**src/rtl/env_sensor_compensation_unit_assert.svh**
```systemverilog
// ----------------------------------------------------------------------------
// Assertion macros for the environmental sensor compensation unit
// Each macro expands to a labeled concurrent assertion, or to nothing when
// NO_ASSERTIONS is defined.
// ----------------------------------------------------------------------------
`ifndef ENV_SENSOR_COMPENSATION_UNIT_ASSERT_SVH
`define ENV_SENSOR_COMPENSATION_UNIT_ASSERT_SVH

`ifndef NO_ASSERTIONS

// ante implies cons on the same edge
`define ESC_ASSERT_IMP(lbl, clk, rst_n, ante, cons, msg) \
	lbl: assert property (@(posedge clk) disable iff (!rst_n) (ante) |-> (cons)) \
		else $error(msg);

// expr never holds
`define ESC_ASSERT_NEVER(lbl, clk, rst_n, expr, msg) \
	lbl: assert property (@(posedge clk) disable iff (!rst_n) !(expr)) \
		else $error(msg);

`else

`define ESC_ASSERT_IMP(lbl, clk, rst_n, ante, cons, msg)
`define ESC_ASSERT_NEVER(lbl, clk, rst_n, expr, msg)

`endif

`endif

```
**src/rtl/esc_pkg.sv**
```systemverilog
`timescale 1ns / 1ps
// ----------------------------------------------------------------------------
// esc_pkg
// Shared types and constants of the environmental sensor compensation unit.
// ----------------------------------------------------------------------------
package esc_pkg;

	localparam int QUEUE_DEPTH_DEF = 4;
	localparam int IN_DATA_W       = 56;
	localparam int OUT_DATA_W      = 80;
	localparam int CFG_IDX_W       = 3;
	localparam int CFG_DATA_W      = 48;

	// configuration register indexes
	typedef enum logic [CFG_IDX_W-1:0] {
		REG_TEMP_CALIB  = 3'd0,
		REG_PRESS_1_3   = 3'd1,
		REG_PRESS_4_6   = 3'd2,
		REG_PRESS_7_9   = 3'd3,
		REG_HUM_1_3     = 3'd4,
		REG_HUM_4_6     = 3'd5
	} reg_idx_t;

	// raw calibration words
	typedef struct packed {
		logic [47:0] temp;
		logic [47:0] p13;
		logic [47:0] p46;
		logic [47:0] p79;
		logic [31:0] h13;
		logic [31:0] h46;
	} calib_t;

	// front result handed to the pressure back end
	typedef struct packed {
		logic signed [31:0] tfine;
		logic [23:0]        temperature;
		logic [16:0]        humidity;
		logic [19:0]        raw_press;
	} front_res_t;

endpackage

```
**src/rtl/esc_back.sv**
```systemverilog
`timescale 1ns / 1ps
// ----------------------------------------------------------------------------
// esc_back
// Sequential 64-bit pressure compensation: ten wrapped 64-bit products on one
// shared 32x32 multiplier, a bit-serial signed divider and an output register.
// ----------------------------------------------------------------------------
`include "env_sensor_compensation_unit_assert.svh"

module esc_back (
	input  logic                           clk,
	input  logic                           arst_n,
	input  esc_pkg::calib_t                calib,
	input  logic                           q_empty,
	input  esc_pkg::front_res_t            q_data,
	output logic                           q_pop,
	output logic                           m_tvalid,
	input  logic                           m_tready,
	// temperature [23:0], pressure [55:24], press_valid [56], humidity [73:57]
	output logic [esc_pkg::OUT_DATA_W-1:0] m_tdata
);

	typedef enum logic [3:0] {
		ST_IDLE = 4'b0001,
		ST_MUL  = 4'b0010,
		ST_DIV  = 4'b0100,
		ST_FIN  = 4'b1000
	} state_t;

	// product steps in order
	typedef enum logic [3:0] {
		OP_AA  = 4'd0,
		OP_B6  = 4'd1,
		OP_B5  = 4'd2,
		OP_C3  = 4'd3,
		OP_C2  = 4'd4,
		OP_X1  = 4'd5,
		OP_NUM = 4'd6,
		OP_Q9  = 4'd7,
		OP_QQ  = 4'd8,
		OP_P8  = 4'd9
	} op_t;

	state_t state_q;
	op_t    op_q;
	logic [1:0]  ph_q;
	logic [5:0]  cnt_q;
	logic        na_q, nb_q, pv_q, ov_q;
	logic [63:0] a_q, aa_q, b_q, c_q, x_q, pq_q, acc_q, pp_q, dvd_q, dvs_q, rem_q;
	logic [23:0] temp_q, o_temp_q;
	logic [16:0] hum_q, o_hum_q;
	logic [19:0] rp_q;
	logic [31:0] o_pres_q;
	logic        o_pv_q;

	// calibration decode
	logic [63:0] p1, p2, p3, p4, p5, p6, p7, p8, p9;
	always_comb begin
		p1 = {48'b0, calib.p13[15:0]};
		p2 = 64'($signed(calib.p13[31:16]));
		p3 = 64'($signed(calib.p13[47:32]));
		p4 = 64'($signed(calib.p46[15:0]));
		p5 = 64'($signed(calib.p46[31:16]));
		p6 = 64'($signed(calib.p46[47:32]));
		p7 = 64'($signed(calib.p79[15:0]));
		p8 = 64'($signed(calib.p79[31:16]));
		p9 = 64'($signed(calib.p79[47:32]));
	end

	// operand select for the current product
	logic [63:0] opa, opb, num_base, qv;
	always_comb begin
		num_base = ((64'd1048576 - {44'b0, rp_q}) << 31) - b_q;
		qv       = 64'($signed(pq_q) >>> 13);
		case (op_q)
			OP_AA:   begin opa = a_q;      opb = a_q;       end
			OP_B6:   begin opa = aa_q;     opb = p6;        end
			OP_B5:   begin opa = a_q;      opb = p5;        end
			OP_C3:   begin opa = aa_q;     opb = p3;        end
			OP_C2:   begin opa = a_q;      opb = p2;        end
			OP_X1:   begin opa = c_q;      opb = p1;        end
			OP_NUM:  begin opa = num_base; opb = 64'd3125;  end
			OP_Q9:   begin opa = p9;       opb = qv;        end
			OP_QQ:   begin opa = c_q;      opb = qv;        end
			OP_P8:   begin opa = p8;       opb = pq_q;      end
			default: begin opa = '0;       opb = '0;        end
		endcase
	end

	// shared 32x32 multiplier, partial product picked by phase
	logic [31:0] mx, my;
	logic [63:0] mp, prod;
	always_comb begin
		mx   = (ph_q == 2'd2) ? opa[63:32] : opa[31:0];
		my   = (ph_q == 2'd1) ? opb[63:32] : opb[31:0];
		mp   = {32'b0, mx} * {32'b0, my};
		prod = acc_q + {pp_q[31:0], 32'b0};
	end

	// divider step
	logic [64:0] dr, dr_sub;
	logic        dge;
	logic [63:0] quo;
	always_comb begin
		dr     = {rem_q, dvd_q[63]};
		dr_sub = dr - {1'b0, dvs_q};
		dge    = !dr_sub[64];
		quo    = {dvd_q[62:0], dge};
	end

	// final scaling and saturation
	logic [63:0] pr;
	logic [31:0] pres_sat;
	always_comb begin
		pr = 64'($signed(c_q) >>> 8) + (p7 << 4);
		if (pr[63])             pres_sat = 32'd0;
		else if (|pr[63:32])    pres_sat = 32'hFFFFFFFF;
		else                    pres_sat = pr[31:0];
	end

	logic out_load;
	assign q_pop    = (state_q == ST_IDLE) && !q_empty;
	assign out_load = (state_q == ST_FIN) && (!ov_q || m_tready);
	assign m_tvalid = ov_q;
	assign m_tdata  = {6'b0, o_hum_q, o_pv_q, o_pres_q, o_temp_q};

	// sequencer
	always_ff @(posedge clk or negedge arst_n) begin
		if (!arst_n) begin
			state_q <= ST_IDLE;
			op_q    <= OP_AA;
			ph_q    <= 2'd0;
			cnt_q   <= '0;
			ov_q    <= 1'b0;
		end else begin
			if (out_load)              ov_q <= 1'b1;
			else if (ov_q && m_tready) ov_q <= 1'b0;
			case (state_q)
				ST_IDLE: begin
					if (q_pop) begin
						a_q     <= 64'($signed(q_data.tfine)) - 64'd128000;
						temp_q  <= q_data.temperature;
						hum_q   <= q_data.humidity;
						rp_q    <= q_data.raw_press;
						op_q    <= OP_AA;
						ph_q    <= 2'd0;
						state_q <= ST_MUL;
					end
				end
				ST_MUL: begin
					ph_q <= ph_q + 2'd1;
					case (ph_q)
						2'd0: pp_q <= mp;
						2'd1: begin acc_q <= pp_q; pp_q <= mp; end
						2'd2: begin acc_q <= acc_q + {pp_q[31:0], 32'b0}; pp_q <= mp; end
						default: begin
							op_q <= op_t'(op_q + 4'd1);
							case (op_q)
								OP_AA: aa_q <= prod;
								OP_B6: b_q  <= prod;
								OP_B5: b_q  <= b_q + (prod << 17) + (p4 << 35);
								OP_C3: c_q  <= 64'($signed(prod) >>> 8);
								OP_C2: c_q  <= c_q + (prod << 12) + (64'd1 << 47);
								OP_X1: x_q  <= 64'($signed(prod) >>> 33);
								OP_NUM: begin
									if (x_q == '0) begin
										pv_q    <= 1'b0;
										state_q <= ST_FIN;
									end else begin
										pv_q    <= 1'b1;
										na_q    <= prod[63];
										nb_q    <= x_q[63];
										dvd_q   <= prod[63] ? -prod : prod;
										dvs_q   <= x_q[63] ? -x_q : x_q;
										rem_q   <= '0;
										cnt_q   <= '0;
										state_q <= ST_DIV;
									end
								end
								OP_Q9: c_q <= prod;
								OP_QQ: c_q <= 64'($signed(prod) >>> 25);
								OP_P8: begin
									c_q     <= pq_q + c_q + 64'($signed(prod) >>> 19);
									state_q <= ST_FIN;
								end
								default: state_q <= ST_IDLE;
							endcase
						end
					endcase
				end
				ST_DIV: begin
					rem_q <= dge ? dr_sub[63:0] : dr[63:0];
					dvd_q <= quo;
					cnt_q <= cnt_q + 6'd1;
					if (cnt_q == 6'd63) begin
						pq_q    <= (na_q ^ nb_q) ? -quo : quo;
						op_q    <= OP_Q9;
						ph_q    <= 2'd0;
						state_q <= ST_MUL;
					end
				end
				ST_FIN: begin
					if (out_load) begin
						o_temp_q <= temp_q;
						o_hum_q  <= hum_q;
						o_pv_q   <= pv_q;
						o_pres_q <= pv_q ? pres_sat : 32'd0;
						state_q  <= ST_IDLE;
					end
				end
				default: state_q <= ST_IDLE;
			endcase
		end
	end

	`ESC_ASSERT_IMP(a_div_nonzero, clk, arst_n, state_q == ST_DIV, dvs_q != '0, "divide by zero")
	`ESC_ASSERT_IMP(a_invalid_zero, clk, arst_n, ov_q && !o_pv_q, o_pres_q == '0, "invalid pressure not zero")

endmodule

```
**config.mk**
```make
export PLATFORM = sky130hd
export DESIGN_NAME = esc_back
export DESIGN_NICKNAME = d
export VERILOG_FILES = /design/src/rtl/esc_pkg.sv /design/src/rtl/esc_back.sv
export VERILOG_INCLUDE_DIRS = /design/src /design/src/rtl
export SDC_FILE = /design/constraint.sdc
export NUM_CORES = 2
export LEC_CHECK = 0
export ABC_AREA = 1
export BUFFER_PORTS_ARGS = -buffer_cell sky130_fd_sc_hd__buf_2
export CAP_MARGIN = 40
export CORE_ASPECT_RATIO = 1.5
export CORE_MARGIN = 5
export CORE_UTILIZATION = 40
export CTS_CLUSTER_DIAMETER = 30
export DETAILED_ROUTE_END_ITERATION = 12
export PLACE_DENSITY = 0.68
export SLEW_MARGIN = 20
export SYNTH_ARGS = -nofsm -noshare
export SYNTH_HDL_FRONTEND = slang
export SYNTH_SLANG_ARGS = --single-unit
```
**constraint.sdc**
```tcl
create_clock -name clk -period 14.3 [get_ports clk]
set_input_delay 1.43 -clock clk [delete_from_list [all_inputs] [get_ports clk]]
set_output_delay 1.43 -clock clk [all_outputs]
set_load 0.1 [all_outputs]
```
### Word level (Yosys, flattened, before mapping)

Index checks and enable logic that the tools add are counted.

* input bits: 353
* output and inout port bits: 82
* bits in registers: 826
* logic and storage cells: 154

* bitwise gates (word level): 4
* $add $sub $neg: 18
* equality and inequality tests: 23
* reduce and logical (&&, ||, !) cells: 40
* muxes and demuxes: 41
* $mul: 1

Operators by type and width (count)
* 64-bit 2-to-1 mux: 9
* 64-bit one-hot mux with 9 select lines: 1
* 64-bit one-hot mux with 2 select lines: 4
* 64-bit adder: 6
* 64-bit one-hot mux with 6 select lines: 1
* 64-bit one-hot mux with 5 select lines: 1
* 64-bit negation: 3
* 32-bit 2-to-1 mux: 3
* 65-bit by 64-bit subtractor with 65-bit output: 1
* 64-bit by 48-bit adder with 64-bit output, second input constant: 1
* 64-bit zero test: 1
* 32-bit by 32-bit multiplier with 64-bit output: 1
* 64-bit subtractor: 1
* 63-bit 2-to-1 mux: 1
* 56-bit by 20-bit adder with 57-bit output: 1
* 32-bit by 18-bit subtractor with 33-bit output, second input constant: 1
* 4-bit 2-to-1 mux: 8
* 32-bit OR reduction: 1
* 4-bit AND reduction: 7
* 4-bit one-hot mux with 3 select lines: 2
* 21-bit by 20-bit subtractor with 22-bit output, first input constant: 1
* 4-bit by 3-bit equality test with 1-bit output, second input constant: 5
* 6-bit 2-to-1 mux: 3
* 3-bit AND reduction: 6
* 29 further kinds: 58

### Depth between registers and ports, before layout

* word-level depth: 7
* mapped depth: 56

### Worst setup path after synthesis

No wires, ideal clock.

* path type: register to register
* start: register rp_q[2]
* end: register pp_q[62] (data pin)
* period minus slack after synthesis: 9.552 ns
* stages on the path, launching flop included: 47
* path buffers: 1
* library setup time: 0.262 ns
* arrival: 9.290 ns
* setup slack: 4.748 ns
* cell sequence: edfxtp_1 > nor2_1 > nand2_1 > nor3_1 > nand2_1 > nor2_1 > nand2_1 > nor4_1 > nand2_1 > nor3_1 > xor2_1 > inv_1 > ha_1 > nand2_1 > nor2_1 > nand2_1 > nor2_1 > nand3_1 > [11 not listed] > fa_1 > inv_1 > fa_1 > fa_1 > fa_1 > inv_1 > fa_1 > inv_1 > ha_1 > nand2_1 > nor2_1 > inv_1 > nor4_1 > nand3_1 > nand3_1 > a21o_1 > a21oi_1 > xor2_1

* word-level cells in the longest chain between the ends: 5

RTL lines
* start: declaration: RTL line esc_back.sv:51 `logic [19:0] rp_q;`
* start signal: assignment: RTL line esc_back.sv:143 `rp_q <= q_data.raw_press;`
* 21-bit by 20-bit subtractor with 22-bit output: RTL line esc_back.sv:72 `num_base = ((64'd1048576 - {44'b0, rp_q}) << 31) - b_q;`
* 64-bit subtractor: RTL line esc_back.sv:72
* 64-bit one-hot mux with 6 select lines: RTL line esc_back.sv:74 `case (op_q)`
* 32-bit 2-to-1 mux: RTL line esc_back.sv:93 `mx = (ph_q == 2'd2) ? opa[63:32] : opa[31:0];`
* 32-bit by 32-bit multiplier with 64-bit output: RTL line esc_back.sv:95 `mp = {32'b0, mx} * {32'b0, my};`
* net mp[62]: RTL line esc_back.sv:91 `logic [63:0] mp, prod;`
* end signal: assignment: RTL line esc_back.sv:152 `2'd0: pp_q <= mp;`
* end signal: assignment: RTL line esc_back.sv:153 `2'd1: begin acc_q <= pp_q; pp_q <= mp; end`
* end signal: assignment: RTL line esc_back.sv:154 `2'd2: begin acc_q <= acc_q + {pp_q[31:0], 32'b0}; pp_q <= mp; end`
* end: declaration: RTL line esc_back.sv:48 `logic [63:0] a_q, aa_q, b_q, c_q, x_q, pq_q, acc_q, pp_q, dvd_q, dvs_q, rem_q;`

The timed path passes the listed nets, and every way through them passes these cells.
A chain may end at the register's enable or synchronous reset.

### Final worst setup path

* start: register rp_q[2]
* end: register pp_q[56] (data pin)

Same word-level chain as after synthesis.

==> impl_metrics.py <==
metrics = {
    "final_layout": {
        "fin_nets": 15471,
        "stdcell_area_sq_um": 112000,
        "regArea_sq_um": 23800,
        "multiInputGateArea_sq_um": 65200,
        "syn2layout_area_growth_pct": 12.2,
        "nFillCells": 25374,
        "fin_util": 0.451,
        "drive_gt1_frac": 0.0785,
    },
    "worst_setup_path": {
        "critPathMostFrequentCell": "nand2_1",
        "rr_endpoint": "pp_q[56]",
        "required_ns": 14.85,
        "rrSetupSlack_ns": 2.05,
        "endpoint_kind": "flop",
        "slowest_stage": "nand2_1",
        "setup.worst_path.class": "reg -> reg",
        "rr_startpoint": "rp_q[2]",
        "cp_max_fo": 7,
        "arrival_ns": 12.79,
        "reg2regPathDepth": 46,
        "start_kind": "flop",
        "crit_family": "simple AND/OR/NAND/NOR gates",
        "cpPeakStageDelay_ns": 0.72,
        "critical_path_buf_inv_count": 5,
    },
    "sta": {
        "slew-limit-headroom": 0.173,
        "finalCritPeriodShare": 0.856,
        "hold_viol_final": 0,
        "fin_ws_ns": 2.05,
        "setup_violations": 0,
        "period_minus_slack_ns": 12.25,
        "worst_pin_slew_ns": 1.24,
        "finalMaxSlewViolations": 0,
        "rsz0062_at_grt": "false",
        "fmax_mhz": 81.7,
        "setup-tns-final_ns": 0,
        "fin_skew_ns": 0.112,
    },
    "routing": {
        "drt_iter0_drc": 11474,
        "drcViolationCount": 0,
        "wirelength_um": 501000,
        "ant_nets": 0,
        "drt_first_pass_iters": 6,
        "vias_per_cell": 5.81,
        "via_count": 98172,
        "drt-wirelength-per-cell_um": 29.7,
    },
    "synth": {
        "synthCells": 13003,
        "synth_warnings": 0,
        "synth_seq_area_share": 0.238,
        "synthSimpleGateAreaFrac": 0.225,
        "muxShareOfSynthArea": 0,
        "synth_top_area_cell": "edfxtp_1",
        "yosys-top-cells-area": "edfxtp_1 (23%), fa_1 (20%), inv_1 (9.6%)",
        "syn_area_sq_um": 99800,
        "ys.flop_type": "edfxtp_1",
        "yosys.area.top_type_share": 0.234,
        "synth_top_family_by_area": "adder cells",
        "postSynthAreaPerCell_sq_um": 7.68,
        "ys_types": 80,
        "ys_ff_latch": 795,
        "synth_compound_gate_area_share": 0.107,
        "synth_edf_count": 778,
        "synth_xor_area_frac": 0.0319,
        "postSynth.asyncResetShare": 0.0214,
        "synth_fa_ha_area_frac": 0.284,
    },
    "global_route": {
        "antenna_found_initial": 59,
        "grt_max_degree": 75,
        "grt_pass1_wl_um": 695000,
        "grt_pass1_vias": 96850,
        "grt.overflow.total": 0,
        "grtUsageTotal": 0.377,
    },
    "min_path": {
        "hp-start": "temp_q[16]",
        "min_path_type": "reg -> reg",
        "min_path_cells": 0,
        "min_to": "o_temp_q[16]",
    },
    "die": {
        "row_count": 224,
        "initial_utilization": 0.402,
        "dieArea_sq_um": 260000,
        "die_y_um": 622,
        "core_area_sq_um": 248000,
        "io_pins": 435,
        "die_w_um": 418,
    },
    "placed_design": {
        "place_hpwl_um": 403000,
        "dpl_worst_slack_ns": 2.23,
        "io_buffers": 316,
        "gp_routability_congestion": 1.12,
        "placed_area_sq_um": 107000,
    },
    "job": {
        "max_cap_violations": 0,
    },
    "clock_network": {
        "clock_latency_ns": 0.84,
        "cts_tree": "done",
        "cts_setup_buffers": 0,
        "cts_resized": 0,
        "root_buffer": "clkbuf_16",
        "clk_path_buf_depth": 4,
        "numCtsBuffers": 144,
        "cts_sinks": 795,
        "cts_max_level": 4,
        "hold_buffers": 0,
        "clkTransAtPathRegs_ns": 0.06,
    },
    "run_status": {
        "status": "completed",
    },
}
-- through the flow --
step / instances / hold WS [ns]
finish: 16886 / 0.414
global route: 16844 / 0.423
CTS: 16805 / 0.414
detailed placement: 16559 / 0.405
global placement: 16525 / 0.400
floorplan: 13037 / 0.400
-- cells in the mapped netlist, drive strengths merged (2+ instances only) --
master	count
clkbuf	155
a22oi	7
nor3b	3
nand3b	28
a221oi	86
a31oi	85
o21a	28
a21o	56
o21bai	56
a22o	10
a21oi	650
o21ai	659
nand3	876
and3	8
a21boi	13
o211ai	45
o22ai	25
nand2	2515
or2	43
fa	993
o2111ai	37
a32o	2
xnor2	124
o31ai	10
clkinv	6
o311ai	3
nor4	48
buf	189
o41ai	2
nor3	148
xor2	236
ha	675
o221ai	24
a211oi	16
nand4	114
edfxtp	778
nor2	1605
and2	9
dfrtp	16
inv	2608
-- sequential cells by signal, summed over array words and instances, names as in the netlist, 31 cells and up --
register and flops:
c_q 64, dvd_q 64, a_q 33, rem_q 64, x_q 31, pp_q 64
o_pres_q 32, aa_q 64, b_q 64, pq_q 64, dvs_q 64, acc_q 64
-- cell usage in the layout, fill, tap and decap left out, drive strengths merged, types with 35 or more instances in the layout --
master	synthesis	routed
nand3	876	876
fa	993	993
edfxtp	778	778
nor2	1605	1605
conb	1	35
a21o	56	56
clkbuf	155	154
nand2	2515	2515
o21bai	56	56
buf	189	610
xor2	236	236
xnor2	124	124
o2111ai	37	37
diode	0	59
or2	43	43
clkinv	6	46
nor4	48	48
o211ai	45	45
nor3	148	148
o21ai	659	659
nand4	114	114
inv	2608	2635
a21oi	650	650
ha	675	675
a221oi	86	86
a31oi	85	85
-- per-layer routing --
layer,vias to the layer above,GRT usage,wire [um]
met1,46976,0.383,158000
met3,2324,0.112,52600
met4,20,0.403,67200
met2,6308,0.592,223000
li1,42544,-,-
met5,-,0,131
-- layout make-up --
class	count	share of cell area
Antenna cell	59	0.00132
Clock buffer	154	0.0327
Clock inverter	92	0.00973
Inverter	2614	0.0876
Multi-Input combinational cell	9284	0.582
Sequential cell	795	0.212
Tap cell	3277	0.0366
Timing Repair Buffer	611	0.0378
-- how the worst max path moves through the flow --
stage	startpoint	end	cells after the start
2_1_floorplan	rp_q[2]	pp_q[62]	46
3_3_place_gp	rp_q[2]	pp_q[57]	42
3_5_place_dp	rp_q[2]	pp_q[56]	46
4_1_cts	rp_q[2]	pp_q[56]	46
5_1_grt	rp_q[2]	pp_q[62]	46
6_report	rp_q[2]	pp_q[56]	46
-- cell families (layout without fill, tap and decap cells) --
logic type,Yosys count,in the layout
simple gates,5400,5400
other cells,1,94
fa+ha+maj,1668,1668
buf+inv,2958,3471
xor+xnor,360,360
compound gates,1821,1821
flops,795,795
Power is not shown: default switching activity piles up to over one toggle a cycle in this logic, so the estimate is an artifact.
