**src/rtl/env_sensor_compensation_unit_assert.svh**
```systemverilog
// ----------------------------------------------------------------------------
// Assertion macros for the environmental sensor compensation unit
// Each macro expands to a labeled concurrent assertion, or to nothing when
// NO_ASSERTIONS is defined.
// ----------------------------------------------------------------------------
`ifndef ENV_SENSOR_COMPENSATION_UNIT_ASSERT_SVH
`define ENV_SENSOR_COMPENSATION_UNIT_ASSERT_SVH

`ifndef NO_ASSERTIONS

// ante implies cons on the same edge
`define ESC_ASSERT_IMP(lbl, clk, rst_n, ante, cons, msg) \
	lbl: assert property (@(posedge clk) disable iff (!rst_n) (ante) |-> (cons)) \
		else $error(msg);

// expr never holds
`define ESC_ASSERT_NEVER(lbl, clk, rst_n, expr, msg) \
	lbl: assert property (@(posedge clk) disable iff (!rst_n) !(expr)) \
		else $error(msg);

`else

`define ESC_ASSERT_IMP(lbl, clk, rst_n, ante, cons, msg)
`define ESC_ASSERT_NEVER(lbl, clk, rst_n, expr, msg)

`endif

`endif

```
**src/rtl/esc_pkg.sv**
```systemverilog
`timescale 1ns / 1ps
// ----------------------------------------------------------------------------
// esc_pkg
// Shared types and constants of the environmental sensor compensation unit.
// ----------------------------------------------------------------------------
package esc_pkg;

	localparam int QUEUE_DEPTH_DEF = 4;
	localparam int IN_DATA_W       = 56;
	localparam int OUT_DATA_W      = 80;
	localparam int CFG_IDX_W       = 3;
	localparam int CFG_DATA_W      = 48;

	// configuration register indexes
	typedef enum logic [CFG_IDX_W-1:0] {
		REG_TEMP_CALIB  = 3'd0,
		REG_PRESS_1_3   = 3'd1,
		REG_PRESS_4_6   = 3'd2,
		REG_PRESS_7_9   = 3'd3,
		REG_HUM_1_3     = 3'd4,
		REG_HUM_4_6     = 3'd5
	} reg_idx_t;

	// raw calibration words
	typedef struct packed {
		logic [47:0] temp;
		logic [47:0] p13;
		logic [47:0] p46;
		logic [47:0] p79;
		logic [31:0] h13;
		logic [31:0] h46;
	} calib_t;

	// front result handed to the pressure back end
	typedef struct packed {
		logic signed [31:0] tfine;
		logic [23:0]        temperature;
		logic [16:0]        humidity;
		logic [19:0]        raw_press;
	} front_res_t;

endpackage

```
**src/rtl/esc_queue.sv**
```systemverilog
`timescale 1ns / 1ps
// ----------------------------------------------------------------------------
// esc_queue
// Short first-word-fall-through queue between the front pipeline and the
// pressure back end.
// ----------------------------------------------------------------------------
`include "env_sensor_compensation_unit_assert.svh"

module esc_queue #(
	parameter int DEPTH = esc_pkg::QUEUE_DEPTH_DEF
) (
	input  logic                clk,
	input  logic                arst_n,
	input  logic                push,
	input  esc_pkg::front_res_t wdata,
	input  logic                pop,
	output esc_pkg::front_res_t rdata,
	output logic                full,
	output logic                empty
);

	localparam int PW = (DEPTH > 1) ? $clog2(DEPTH) : 1;
	localparam int CW = $clog2(DEPTH + 1);

	esc_pkg::front_res_t entry_q [DEPTH];
	logic [PW-1:0]       wr_ptr_q, rd_ptr_q;
	logic [CW-1:0]       cnt_q;

	assign full  = (cnt_q == CW'(DEPTH));
	assign empty = (cnt_q == '0);
	assign rdata = entry_q[rd_ptr_q];

	// pointers and fill count
	always_ff @(posedge clk or negedge arst_n) begin
		if (!arst_n) begin
			wr_ptr_q <= '0;
			rd_ptr_q <= '0;
			cnt_q    <= '0;
		end else begin
			if (push)
				wr_ptr_q <= (wr_ptr_q == PW'(DEPTH - 1)) ? '0 : wr_ptr_q + 1'b1;
			if (pop)
				rd_ptr_q <= (rd_ptr_q == PW'(DEPTH - 1)) ? '0 : rd_ptr_q + 1'b1;
			if (push && !pop)      cnt_q <= cnt_q + 1'b1;
			else if (pop && !push) cnt_q <= cnt_q - 1'b1;
		end
	end

	// storage
	always_ff @(posedge clk) begin
		if (push) entry_q[wr_ptr_q] <= wdata;
	end

	`ESC_ASSERT_NEVER(a_no_overflow, clk, arst_n, push && full, "queue write while full")
	`ESC_ASSERT_NEVER(a_no_underflow, clk, arst_n, pop && empty, "queue read while empty")

endmodule

```
**config.mk**
```make
export PLATFORM = sky130hd
export DESIGN_NAME = esc_queue
export DESIGN_NICKNAME = d
export VERILOG_FILES = /design/src/rtl/esc_pkg.sv /design/src/rtl/esc_queue.sv
export VERILOG_INCLUDE_DIRS = /design/src /design/src/rtl
export SDC_FILE = /design/constraint.sdc
export NUM_CORES = 1
export LEC_CHECK = 0
export BUFFER_PORTS_ARGS = -buffer_cell sky130_fd_sc_hd__buf_2
export CORE_ASPECT_RATIO = 1.4
export CORE_UTILIZATION = 30
export CTS_CLUSTER_DIAMETER = 60
export DETAILED_ROUTE_END_ITERATION = 8
export PLACE_DENSITY = 0.47
export SYNTH_ARGS = -nofsm -noshare
export SYNTH_HDL_FRONTEND = slang
export SYNTH_SLANG_ARGS = --single-unit
```
**constraint.sdc**
```tcl
create_clock -name clk -period 4.4 [get_ports clk]
set_clock_uncertainty 0.1 [all_clocks]
set_input_delay 0.44 -clock clk [delete_from_list [all_inputs] [get_ports clk]]
set_output_delay 0.44 -clock clk [all_outputs]
set_load 0.02 [all_outputs]
```
# Yosys cells after proc, flatten, opt, wreduce, memory -nomap -nowiden
# Memory sizes are Yosys's and may differ from the RTL's.
# Index checks and enable logic that the tools add are counted.
# classes
n_mux,6
reduce_logical,6
n_eq_ne,3
add_sub_neg,4
# ops
op,count
$mux W3,2
$add A2 B1 Y2 const B,2
$eq A2 B2 Y1 const B,2
$mux W2,2
$add A3 B1 Y3 const B,1
$eq A3 B3 Y1 const B,1
$logic_not A3 Y1,1
$sub A3 B1 Y3 const B,1
$logic_and A1 B1 Y1,2
$logic_not A1 Y1,2
$mux W1,2
$reduce_bool A2 Y1,1
# word_totals
word_cells,23
mem_count,1
reg_bits,7
mem_bits_rw,372
input_bits,97
# mem_list
memory,depth,word_bits,rd,rd_ports_with_merged_regs,write_ports,line_no,text
entry_q,4,93,1,0,1,esc_queue.sv:25,esc_pkg::front_res_t entry_q [DEPTH];

# Depth between registers and ports, before layout
# Gate-level depths: netlist (run 1).
# depth
ltp_word,4
depth_mapped,7
mapped_depth_nobuf,7

# Least setup slack after synthesis (run 1)
# Ideal clock, no wire load.
# synth_timing
kind,flip-flop to flip-flop
start,register wr_ptr_q[0]
end,"memory entry_q[0][0] (netlist name), enable pin"
setup_slack_ns,1.060
path_buffers,0
required_time_ns,3.838
path_stages_with_launch,4
t_arrival_ns,2.778
path_cell_list,dfrtp_1 > inv_1 > ha_1 > and2_1
# synth_rtl
element,line_no,text
start: declaration,esc_queue.sv:26,"logic [PW-1:0] wr_ptr_q, rd_ptr_q;"
start signal: assignment,esc_queue.sv:41,wr_ptr_q <= (wr_ptr_q == PW'(DEPTH - 1)) ? '0 : wr_ptr_q + 1'b1;
end: declaration,esc_queue.sv:25,
# No word-level cell before the write port.

==> results of run 1 <==
-- stage by stage --
| stage | area [µm²] | worst slack [ns] |
|---|---|---|
| detailed placement | 15500 | 1.83 |
| CTS | 16700 | 1.24 |
| global placement | 15500 | 1.86 |
| finish | 16700 | 1.34 |
| floorplan | 13900 | 1.06 |
| global route | 16700 | 1.22 |
-- flip-flops by register name (all words and copies together) (netlist names) --
register	flops
entry_q	372
cnt_q	3
rd_ptr_q	2
wr_ptr_q	2
-- Yosys cell counts --
library cell  number
nand2_1            2
buf_6              1
dfrtp_1            7
ha_1               6
edfxtp_1         372
buf_1              3
fa_1               1
buf_8              1
nor3b_1            1
buf_4              4
mux4_2            93
nor2_1             3
buf_2              7
xnor2_1            1
nor3_1             1
xor2_1             2
buf_12             5
mux2_2             3
o21ai_0            2
inv_1              4
and2_1             4
-- power by group through the flow --
stage	Combinational (mW)	Sequential [mW]	Clock, mW
after floorplan	2.52	4.84	0
after global placement	3.39	4.93	0
after detailed placement	3.44	4.97	0
after CTS	3.46	4.90	3.17
after global routing	3.59	4.94	3.33
final	3.33	4.88	3.07
-- cells by family (layout without fill, tap and decap cells) --
group | after synthesis | after routing | share of synthesized area, %
flip-flops | 379 | 379 | 81.7
multiplexers | 96 | 96 | 15.3
buffers and inverters | 25 | 280 | 1.57
AND/OR/NAND/NOR | 11 | 11 | 0.406
adder cells (fa/ha/maj) | 7 | 7 | 0.685
XOR/XNOR | 3 | 3 | 0.189
AO/OA/AOI/OAI | 2 | 2 | 0.0721
other | 0 | 1 | 0
-- worst max path at each step --
| stage | endpoint | slack (ns) | depth (start not counted) |
|---|---|---|---|
| floorplan | entry_q[0][0]$_DFFE_PP_ | 1.06 | 3 |
| global placement | rdata[12] | 1.86 | 3 |
| detailed placement | rdata[12] | 1.83 | 3 |
| CTS | rdata[11] | 1.24 | 3 |
| global route | rdata[11] | 1.22 | 3 |
| finish | rdata[59] | 1.34 | 3 |
-- per-layer routing --
layer | routed length (µm) | part of all wire (%)
met3 | 1700 | 6.0
met4 | 572 | 2.0
met1 | 10300 | 36
met2 | 15700 | 55
met5 | 34 | 0.12
-- area by class of cell --
type	count	area [µm²]
Sequential cell	379	11400
Inverter	4	15.0
Timing Repair Buffer	206	1090
Multi-Input combinational cell	119	2330
Tap cell	611	764
Clock buffer	56	1080
Fill cell	4220	28600
Clock inverter	14	103
Antenna cell	1	2.50
-- cell usage in the layout, fill, tap and decap left out, drive strengths merged --
cell type	n
edfxtp	372
buf	204
mux4	93
clkbuf	56
clkinv	10
dfrtp	7
ha	6
inv	6
and2	4
mux2	3
nor2	3
nand2	2
o21ai	2
xor2	2
dlygate4sd3	2
diode	1
nor3	1
nor3b	1
xnor2	1
fa	1
clkinvlp	1
bufinv	1
==> results by group, run 1 <==
Finish
  • Nets: 854
  • Share of cells above drive strength 1: about 46%
  • Post-route insts no fill: between 1,000 and 1,500
  • Core Util, Final: between 30% and 40%
  • P&R area growth vs syn: 20.6%

Clock tree
  • H-tree Lvls: 2
  • CTS tree: done
  • Clock sinks: around 380
  • Root buf cell: clkbuf_16
  • Clk slew on worst S/H paths: roughly 0.060 ns
  • Latest clock arrival within the worst-skew pair: between 0.5 and 0.6 ns
  • Resized cells post-CTS: 0
  • CTS buffer count: 40
  • CTS max path bufs: 3
  • Number of post-CTS setup repair buffers: 0
  • Hold Buf Count CTS: 2

Setup path
  • CP max stage cell: dfrtp_4
  • R2R cell count: 4
  • Highest cell delay on the worst timing path: 0.93 ns
  • WP data arrival: between 2 and 3 ns
  • Crit path cell chain: buf_4, mux4_2, buf_2
  • Worst r2r dst: entry_q[0][47]$_DFFE_PP_
  • Worst Setup SP: rd_ptr_q[1]$_DFFE_PN0P_
  • CP startpoint kind: flop
  • Worst r2r src: wr_ptr_q[0]$_DFFE_PN0P_
  • CP Class: flop to output port
  • Required @ worst endpoint: a little under 4 ns
  • Endpoint type of the worst setup path: output port
  • Crit path max-delay family: flip-flops
  • Worst Path Max Fanout: 49
  • Crit path buffers/inverters: 2
  • R2R setup slack: 1.95 ns

STA
  • Tcrit/Tclk final: a little over two thirds
  • Min Tclk post-route: 3.06 ns
  • Hold Vio Cnt, Final: 0
  • RSZ-0062 raised after global routing: no
  • WHS: 0.0347 ns
  • Rel. slew slack: 29.0%
  • Fin. max-slew vios: 0
  • Count of final setup violators: 0
  • Setup TNS: 0 ns
  • Worst Tran Pin Value: ~1.1 ns
  • Max Fclk: ~0.33 GHz

Floorplan
  • Num rows: 92
  • Initial Util: 30.6%
  • Die width: 184 µm
  • DIE HEIGHT: around 260 µm
  • IO Pins: 192
  • Full die area: about 47,000 µm²
  • Core outline area: about 45,000 µm²

Yosys
  • Area leader, netlist: edfxtp_1
  • Post-Syn Nets: approximately 630
  • Yosys top cell area share: between 80% and 90%
  • Mapped Cells: roughly 520
  • Avg Cell Area, Syn: between 20 and 30 µm²
  • Dominant cells by area after synthesis: edfxtp_1, mux4_2, dfrtp_1
  • Mapped Area: 13,900 µm²
  • Total number of yosys warnings: 0
  • Sequential fraction of the synthesis area: ~82%
  • Cell variety after synth: 21
  • Yosys reg bits: around 380

Power
  • Sw frac: 31.0%
  • Combinational Power Share: 29.5%
  • P_int: between 7 and 8 mW
  • Worst VDD drop: ~0.36 mV
  • Clock power share: between 20 and 30%
  • Leak Pwr: approximately 5.6 nW
  • PnR Total Power: around 11 mW
  • Power per Cell Area: about 670 nW/µm²
  • Total net switching power: 3.50 mW
  • Sequential share of power: 43.2%

GRT
  • Pin count of the biggest net entering global routing: between 60 and 70
  • Met2 GRT Util: about 23%
  • GRT Max-Usage Layer: met2
  • Met3 usage: approximately 3.5%
  • Vias in the first global route: between 7,000 and 8,000
  • Met1 global-route usage: 13.4%
  • Global-route wire length before repair: around 43 mm
  • Aggregate global routing overflow: 0
  • Initial antenna violation count: 4
  • GRT Util Overall: ~12%

Drt
  • Starting DRC count in detailed routing: approximately 290
  • Pre-antenna DRT Iters: 4
  • Post-DRT Antenna Nets: 0
  • DR DRC count: 0
  • DR vias/cell: between 4 and 5
  • DR vias: 6,165
  • Avg WL per Cell: around 20 µm
  • Routed WL: between 20 and 30 mm

Worst hold path
  • Hold Path Depth: 1
  • Hold EP: entry_q[3][50]$_DFFE_PP_
  • Hold Path Origin: wdata[50]
  • Tightest Hold Check Type: input pin to flop

Placement
  • DP HPWL: approximately 17 mm
  • GPL Wtd Cong: 0.674
  • Dpl cells: 1,317
  • Port Buffers: 191

Job
  • Max Cap Viol: 0

Status
  • Outcome: finished clean
Note: power is estimated with default switching activity, not from simulation.
==> run 2: changes to the inputs <==
==> constraint.sdc (replaced) <==
create_clock -name clk -period 3.1 [get_ports clk]
set_clock_uncertainty 0.1 [all_clocks]
set_input_delay 0.31 -clock clk [delete_from_list [all_inputs] [get_ports clk]]
set_output_delay 0.31 -clock clk [all_outputs]
set_load 0.02 [all_outputs]
==> run 2 against run 1 <==
Net effect: die area did not move; sequential power rose by 41%; power increased by 48%; first-iteration DRC count grew 11%; global-route usage is 0.12 points lower; final cell count grew 6.8%; count of clock-buffer cells in the layout is 6 lower; critical path type unchanged; largest power group unchanged.
==> results by group, run 2 (synthesis gave the netlist of run 1 again) <==
Placement
  • GPL Wtd Cong: 0.666
  • Dpl cells: between 1,000 and 1,500
  • DP HPWL: between 15 and 20 mm
  • Port Buffers: between 150 and 200

STA
  • Hold Vio Cnt, Final: 0
  • RSZ-0062 raised after global routing: no
  • Min Tclk post-route: about 2.7 ns
  • Count of final setup violators: 0
  • Worst Tran Pin Value: 0.557 ns
  • Fin. max-slew vios: 0
  • Rel. slew slack: a little over three fifths
  • Setup TNS: 0 ns
  • Tcrit/Tclk final: 86.7%
  • Max Fclk: between 0.3 and 0.4 GHz

GRT
  • Aggregate global routing overflow: 0
  • GRT Util Overall: approximately an eighth
  • Global-route wire length before repair: about 43 mm
  • Vias in the first global route: between 7,000 and 8,000
  • Pin count of the biggest net entering global routing: 46
  • Initial antenna violation count: 0

Drt
  • Routed WL: 28.1 mm
  • Pre-antenna DRT Iters: 4
  • DR vias/cell: 4.39
  • DR vias: ~6,500
  • Starting DRC count in detailed routing: between 300 and 400
  • DR DRC count: 0
  • Avg WL per Cell: ~19 µm
  • Post-DRT Antenna Nets: 0

Setup path
  • CP startpoint kind: flop
  • Crit path max-delay family: flip-flops
  • Highest cell delay on the worst timing path: 0.60 ns
  • Endpoint type of the worst setup path: output port
  • WP data arrival: around 2.3 ns
  • CP max stage cell: dfrtp_4
  • Worst Path Max Fanout: 18
  • R2R setup slack: approximately 1.1 ns
  • Crit path cell chain: buf_4, mux4_2, buf_2
  • Worst r2r dst: entry_q[0][58]$_DFFE_PP_
  • Worst r2r src: wr_ptr_q[0]$_DFFE_PN0P_
  • Crit path buffers/inverters: 2
  • CP Class: flop to output port
  • Required @ worst endpoint: 2.69 ns
  • R2R cell count: 4

Floorplan
  • Core outline area: roughly 45,000 µm²
  • Full die area: around 47,000 µm²
  • DIE HEIGHT: approximately 260 µm
  • IO Pins: approximately 190
  • Initial Util: between 30% and 40%
  • Die width: between 150 and 200 µm
  • Num rows: approximately 90

Finish
  • Share of cells above drive strength 1: between 40% and 50%
  • Biggest register: entry_q
  • Most common cell after layout, fill and taps aside: edfxtp_1
  • Post-route insts no fill: about 1,500
  • Biggest regs: entry_q: 372 flops, cnt_q: 3 flops
  • Antenna Cells: 0
  • P&R area growth vs syn: 29.2%
  • Max FFs per register: approximately 370
  • Commonest cells after routing, fill and taps aside: edfxtp_1, buf_2, dlygate4sd3_1
  • Nets: around 950

Power
  • PnR Total Power: approximately 17 mW
  • Worst VDD drop: 0.516 mV
  • Power per Cell Area: about 930 nW/µm²
  • Leak Pwr: roughly 6.1 nW

Clock tree
  • Resized cells post-CTS: 0
  • Clock sinks: roughly 380
  • Clk slew on worst S/H paths: 0.06 ns
  • CTS max path bufs: 3
  • H-tree Lvls: 2
  • CTS buffer count: 39
  • CTS tree: done
  • Latest clock arrival within the worst-skew pair: about 0.52 ns
  • Root buf cell: clkbuf_16

Status
  • Outcome: finished clean

Worst hold path
  • Tightest Hold Check Type: input pin to async pin

Job
  • Max Cap Viol: 0
## run 2: layout make-up
type / instances / area [µm²]
multi-input combinational: 119 / 2330
sequential: 379 / 11400
clock buffer: 50 / 1070
inverter: 4 / 15.0
tap: 611 / 764
timing repair buffer: 304 / 2140
clock inverter: 17 / 255
fill: 4135 / 27400
## run 2: power by group
| part | switching (mW) | internal [mW] | leakage (nW) | total [mW] |
|---|---|---|---|---|
| combinational | 2.85 | 2.11 | 1.98 | 4.95 |
| sequential | 0.334 | 6.57 | 3.50 | 6.90 |
| clock | 1.85 | 2.94 | 0.645 | 4.79 |
## run 2: worst max-delay path by stage
stage | from | slack [ns] | cells past startpoint | end
floorplan | wr_ptr_q[0]$_DFFE_PN0P_ | 0.79 | 3 | entry_q[2][0]$_DFFE_PP_
global placement | rd_ptr_q[0]$_DFFE_PN0P_ | 0.88 | 3 | rdata[69]
detailed placement | rd_ptr_q[0]$_DFFE_PN0P_ | 0.88 | 3 | rdata[69]
CTS | rd_ptr_q[0]$_DFFE_PN0P_ | 0.31 | 3 | rdata[69]
global route | rd_ptr_q[0]$_DFFE_PN0P_ | 0.26 | 3 | rdata[69]
finish | rd_ptr_q[0]$_DFFE_PN0P_ | 0.41 | 3 | rdata[20]
## run 2: per-stage QoR
stage | area, µm² | util (%) | hold WS (ns) | setup slack [ns]
floorplan | 13900 | - | -0.0856 | 0.786
finish | 17900 | 39.5 | 0.0664 | 0.411
global placement | 15600 | 34.5 | 0.0457 | 0.885
detailed placement | 15600 | 34.5 | 0.0547 | 0.875
global route | 17900 | 39.5 | 0.0520 | 0.261
CTS | 17900 | 39.5 | 0.0270 | 0.306
## run 2: what timing repair did
| action | in CTS | in global routing |
|---|---|---|
| endpoints found under the hold margin | 383 | 0 |
| hold buffers | 96 | 0 |
| setup buffers | 0 | 0 |
## run 2: layer usage
| layer | vias to the layer above | track usage, % | part of all wire [%] |
|---|---|---|---|
| met5 | - | 0 | 0 |
| met4 | 0 | 3.89 | 2.0 |
| met3 | 41 | 2.91 | 4.9 |
| met2 | 154 | 22.3 | 54 |
| met1 | 3426 | 13.8 | 39 |
| li1 | 2896 | - | - |
==> run 3: changes to the inputs <==
==> constraint.sdc (replaced) <==
create_clock -name clk -period 2.7 [get_ports clk]
set_clock_uncertainty 0.1 [all_clocks]
set_input_delay 0.27 -clock clk [delete_from_list [all_inputs] [get_ports clk]]
set_output_delay 0.27 -clock clk [all_outputs]
set_load 0.02 [all_outputs]
==> run 3 against run 2 <==
Net effect: hold slack improved by 0.33 ns; via count rose by 1.5%; sequential power rose by 14%; power rose by 15%; core utilization rose by 0.14 points; non-clock buffer count rose by 5.
==> results by group, run 3 (synthesis gave the netlist of run 1 again) <==
Drt
  • DR vias: ~6,600
  • Avg WL per Cell: 19.2 µm
  • Wl on met1: between 10 and 15 mm
  • Post-DRT Antenna Nets: 0
  • Top routing layer in use: met4
  • DR DRC count: 0
  • Met3 WL: between 1 and 1.5 mm
  • DR vias/cell: between 4 and 5
  • Routed WL: around 29 mm
  • Pre-antenna DRT Iters: 5
  • Met2 Routed Length: around 16 mm
  • Starting DRC count in detailed routing: approximately 280

Floorplan
  • Initial Util: 30.6%
  • Die width: ~180 µm
  • Full die area: between 40,000 and 50,000 µm²
  • Core outline area: 45,400 µm²
  • DIE HEIGHT: 257 µm
  • IO Pins: 192
  • Num rows: slightly above 90

STA
  • Setup TNS: 0 ns
  • Max Fclk: between 0.3 and 0.4 GHz
  • Tcrit/Tclk final: just over 90%
  • Rel. slew slack: slightly below 70%
  • Min Tclk post-route: ~2.5 ns
  • Hold Vio Cnt, Final: 0
  • Count of final setup violators: 0
  • Fin. max-slew vios: 0
  • Worst Tran Pin Value: around 0.46 ns
  • RSZ-0062 raised after global routing: no

Clock tree
  • Root buf cell: clkbuf_16
  • Clock sinks: ~380
  • CTS max path bufs: 3
  • Clk slew on worst S/H paths: ~0.06 ns
  • CTS tree: done
  • CTS buffer count: 39
  • H-tree Lvls: 2
  • Latest clock arrival within the worst-skew pair: roughly 0.51 ns

Finish
  • Most common cell after layout, fill and taps aside: edfxtp_1
  • Filler Cells Inserted: between 4,000 and 5,000
  • Antenna Cells: 0
  • Area of the multi-input gates: between 2000 and 2500 µm²
  • Share of cells above drive strength 1: a little over two fifths
  • Post-route cell area: 18,000 µm²
  • P&R area growth vs syn: 29.6%
  • Biggest register: entry_q
  • Biggest regs: entry_q: 372 flops, cnt_q: 3 flops
  • Commonest cells after routing, fill and taps aside: edfxtp_1, buf_2, dlygate4sd3_1
  • Nets: about 960
  • Reg area: roughly 11,000 µm²
  • Max FFs per register: about 370

Setup path
  • Worst Path Max Fanout: 46
  • Required @ worst endpoint: 2.33 ns
  • WP data arrival: roughly 2.1 ns
  • CP startpoint kind: flop
  • CP max stage cell: dfrtp_4
  • Worst r2r src: wr_ptr_q[0]$_DFFE_PN0P_
  • R2R cell count: 4
  • CP Class: flop to output port
  • Endpoint type of the worst setup path: output port
  • R2R setup slack: between 0.7 and 0.8 ns
  • Highest cell delay on the worst timing path: around 0.66 ns
  • Worst r2r dst: entry_q[2][6]$_DFFE_PP_
  • Crit path cell chain: buf_12, mux4_2, buf_2

Worst hold path
  • Hold Path Origin: wdata[66]
  • Hold Path Depth: 2
  • Hold EP: entry_q[3][66]$_DFFE_PP_
  • Tightest Hold Check Type: input pin to flop

GRT
  • Global-route wire length before repair: 44.3 mm
  • Pin count of the biggest net entering global routing: 50
  • Vias in the first global route: 7,696
  • Initial antenna violation count: 0
  • GRT Util Overall: about an eighth
  • Aggregate global routing overflow: 0

Status
  • Outcome: finished clean

Power
  • PnR Total Power: roughly 19 mW
  • Power per Cell Area: roughly 1100 nW/µm²
  • Leak Pwr: 6.15 nW
  • Worst VDD drop: between 0.6 and 0.7 mV

Placement
  • DP Area: about 16,000 µm²
  • Port Buffers: roughly 190
  • GPL Wtd Cong: a little under 0.7
  • DP HPWL: roughly 17 mm

Job
  • Max Cap Viol: 0
## run 3: worst max-delay path: cells and delay by family (launching register included)
family	cells	cell delay (ns)
flops	1	0.66
buf+inv	2	0.48
mux	1	0.39
## run 3: where the power goes
part,internal (mW),total (mW),switching [mW]
logic,2.58,6.00,3.42
clock network,3.16,5.27,2.11
registers,7.54,7.84,0.299
## run 3: cell type report
class / count / share of cell area (%)
clock inverter: 20 / 1.15
tap: 611 / 4.25
sequential: 379 / 63.1
timing repair buffer: 309 / 12.6
inverter: 4 / 0.0834
multi-input combinational: 119 / 12.9
clock buffer: 50 / 5.89
## run 3: worst max path at each step
stage,startpoint,to,slack (ns),cells after the start
3_3_place_gp,rd_ptr_q[0]$_DFFE_PN0P_,rdata[61],0.46,3
3_5_place_dp,rd_ptr_q[0]$_DFFE_PN0P_,rdata[61],0.44,3
5_1_grt,rd_ptr_q[1]$_DFFE_PN0P_,rdata[57],0.09,3
6_report,rd_ptr_q[1]$_DFFE_PN0P_,rdata[1],0.20,3
4_1_cts,rd_ptr_q[1]$_DFFE_PN0P_,rdata[1],0.12,3
2_1_floorplan,wr_ptr_q[0]$_DFFE_PN0P_,entry_q[2][0]$_DFFE_PP_,0.39,3
## run 3: per-stage QoR
step	std cells	utilization, %	setup WS, ns	hold slack (ns)
after floorplan	523	-	0.386	-0.126
after global placement	1321	34.6	0.458	0.0152
after detailed placement	1321	34.6	0.444	0.0206
after CTS	1492	39.7	0.125	0.369
after global routing	1492	39.7	0.0865	0.370
final	1492	39.7	0.196	0.400
## run 3: repair_timing
item / CTS / global route
gates resized for setup: 0 / 0
buffers inserted: 4 / 0
hold buffers: 97 / 0
endpoints found under the hold margin: 383 / 0
endpoints found under the setup margin: 80 / 0
## run 3: layer usage
| layer | vias up | GRT usage, % |
|---|---|---|
| met4 | 0 | 3.66 |
| li1 | 2915 | - |
| met3 | 46 | 3.07 |
| met5 | - | 0 |
| met2 | 159 | 23.6 |
| met1 | 3498 | 13.6 |
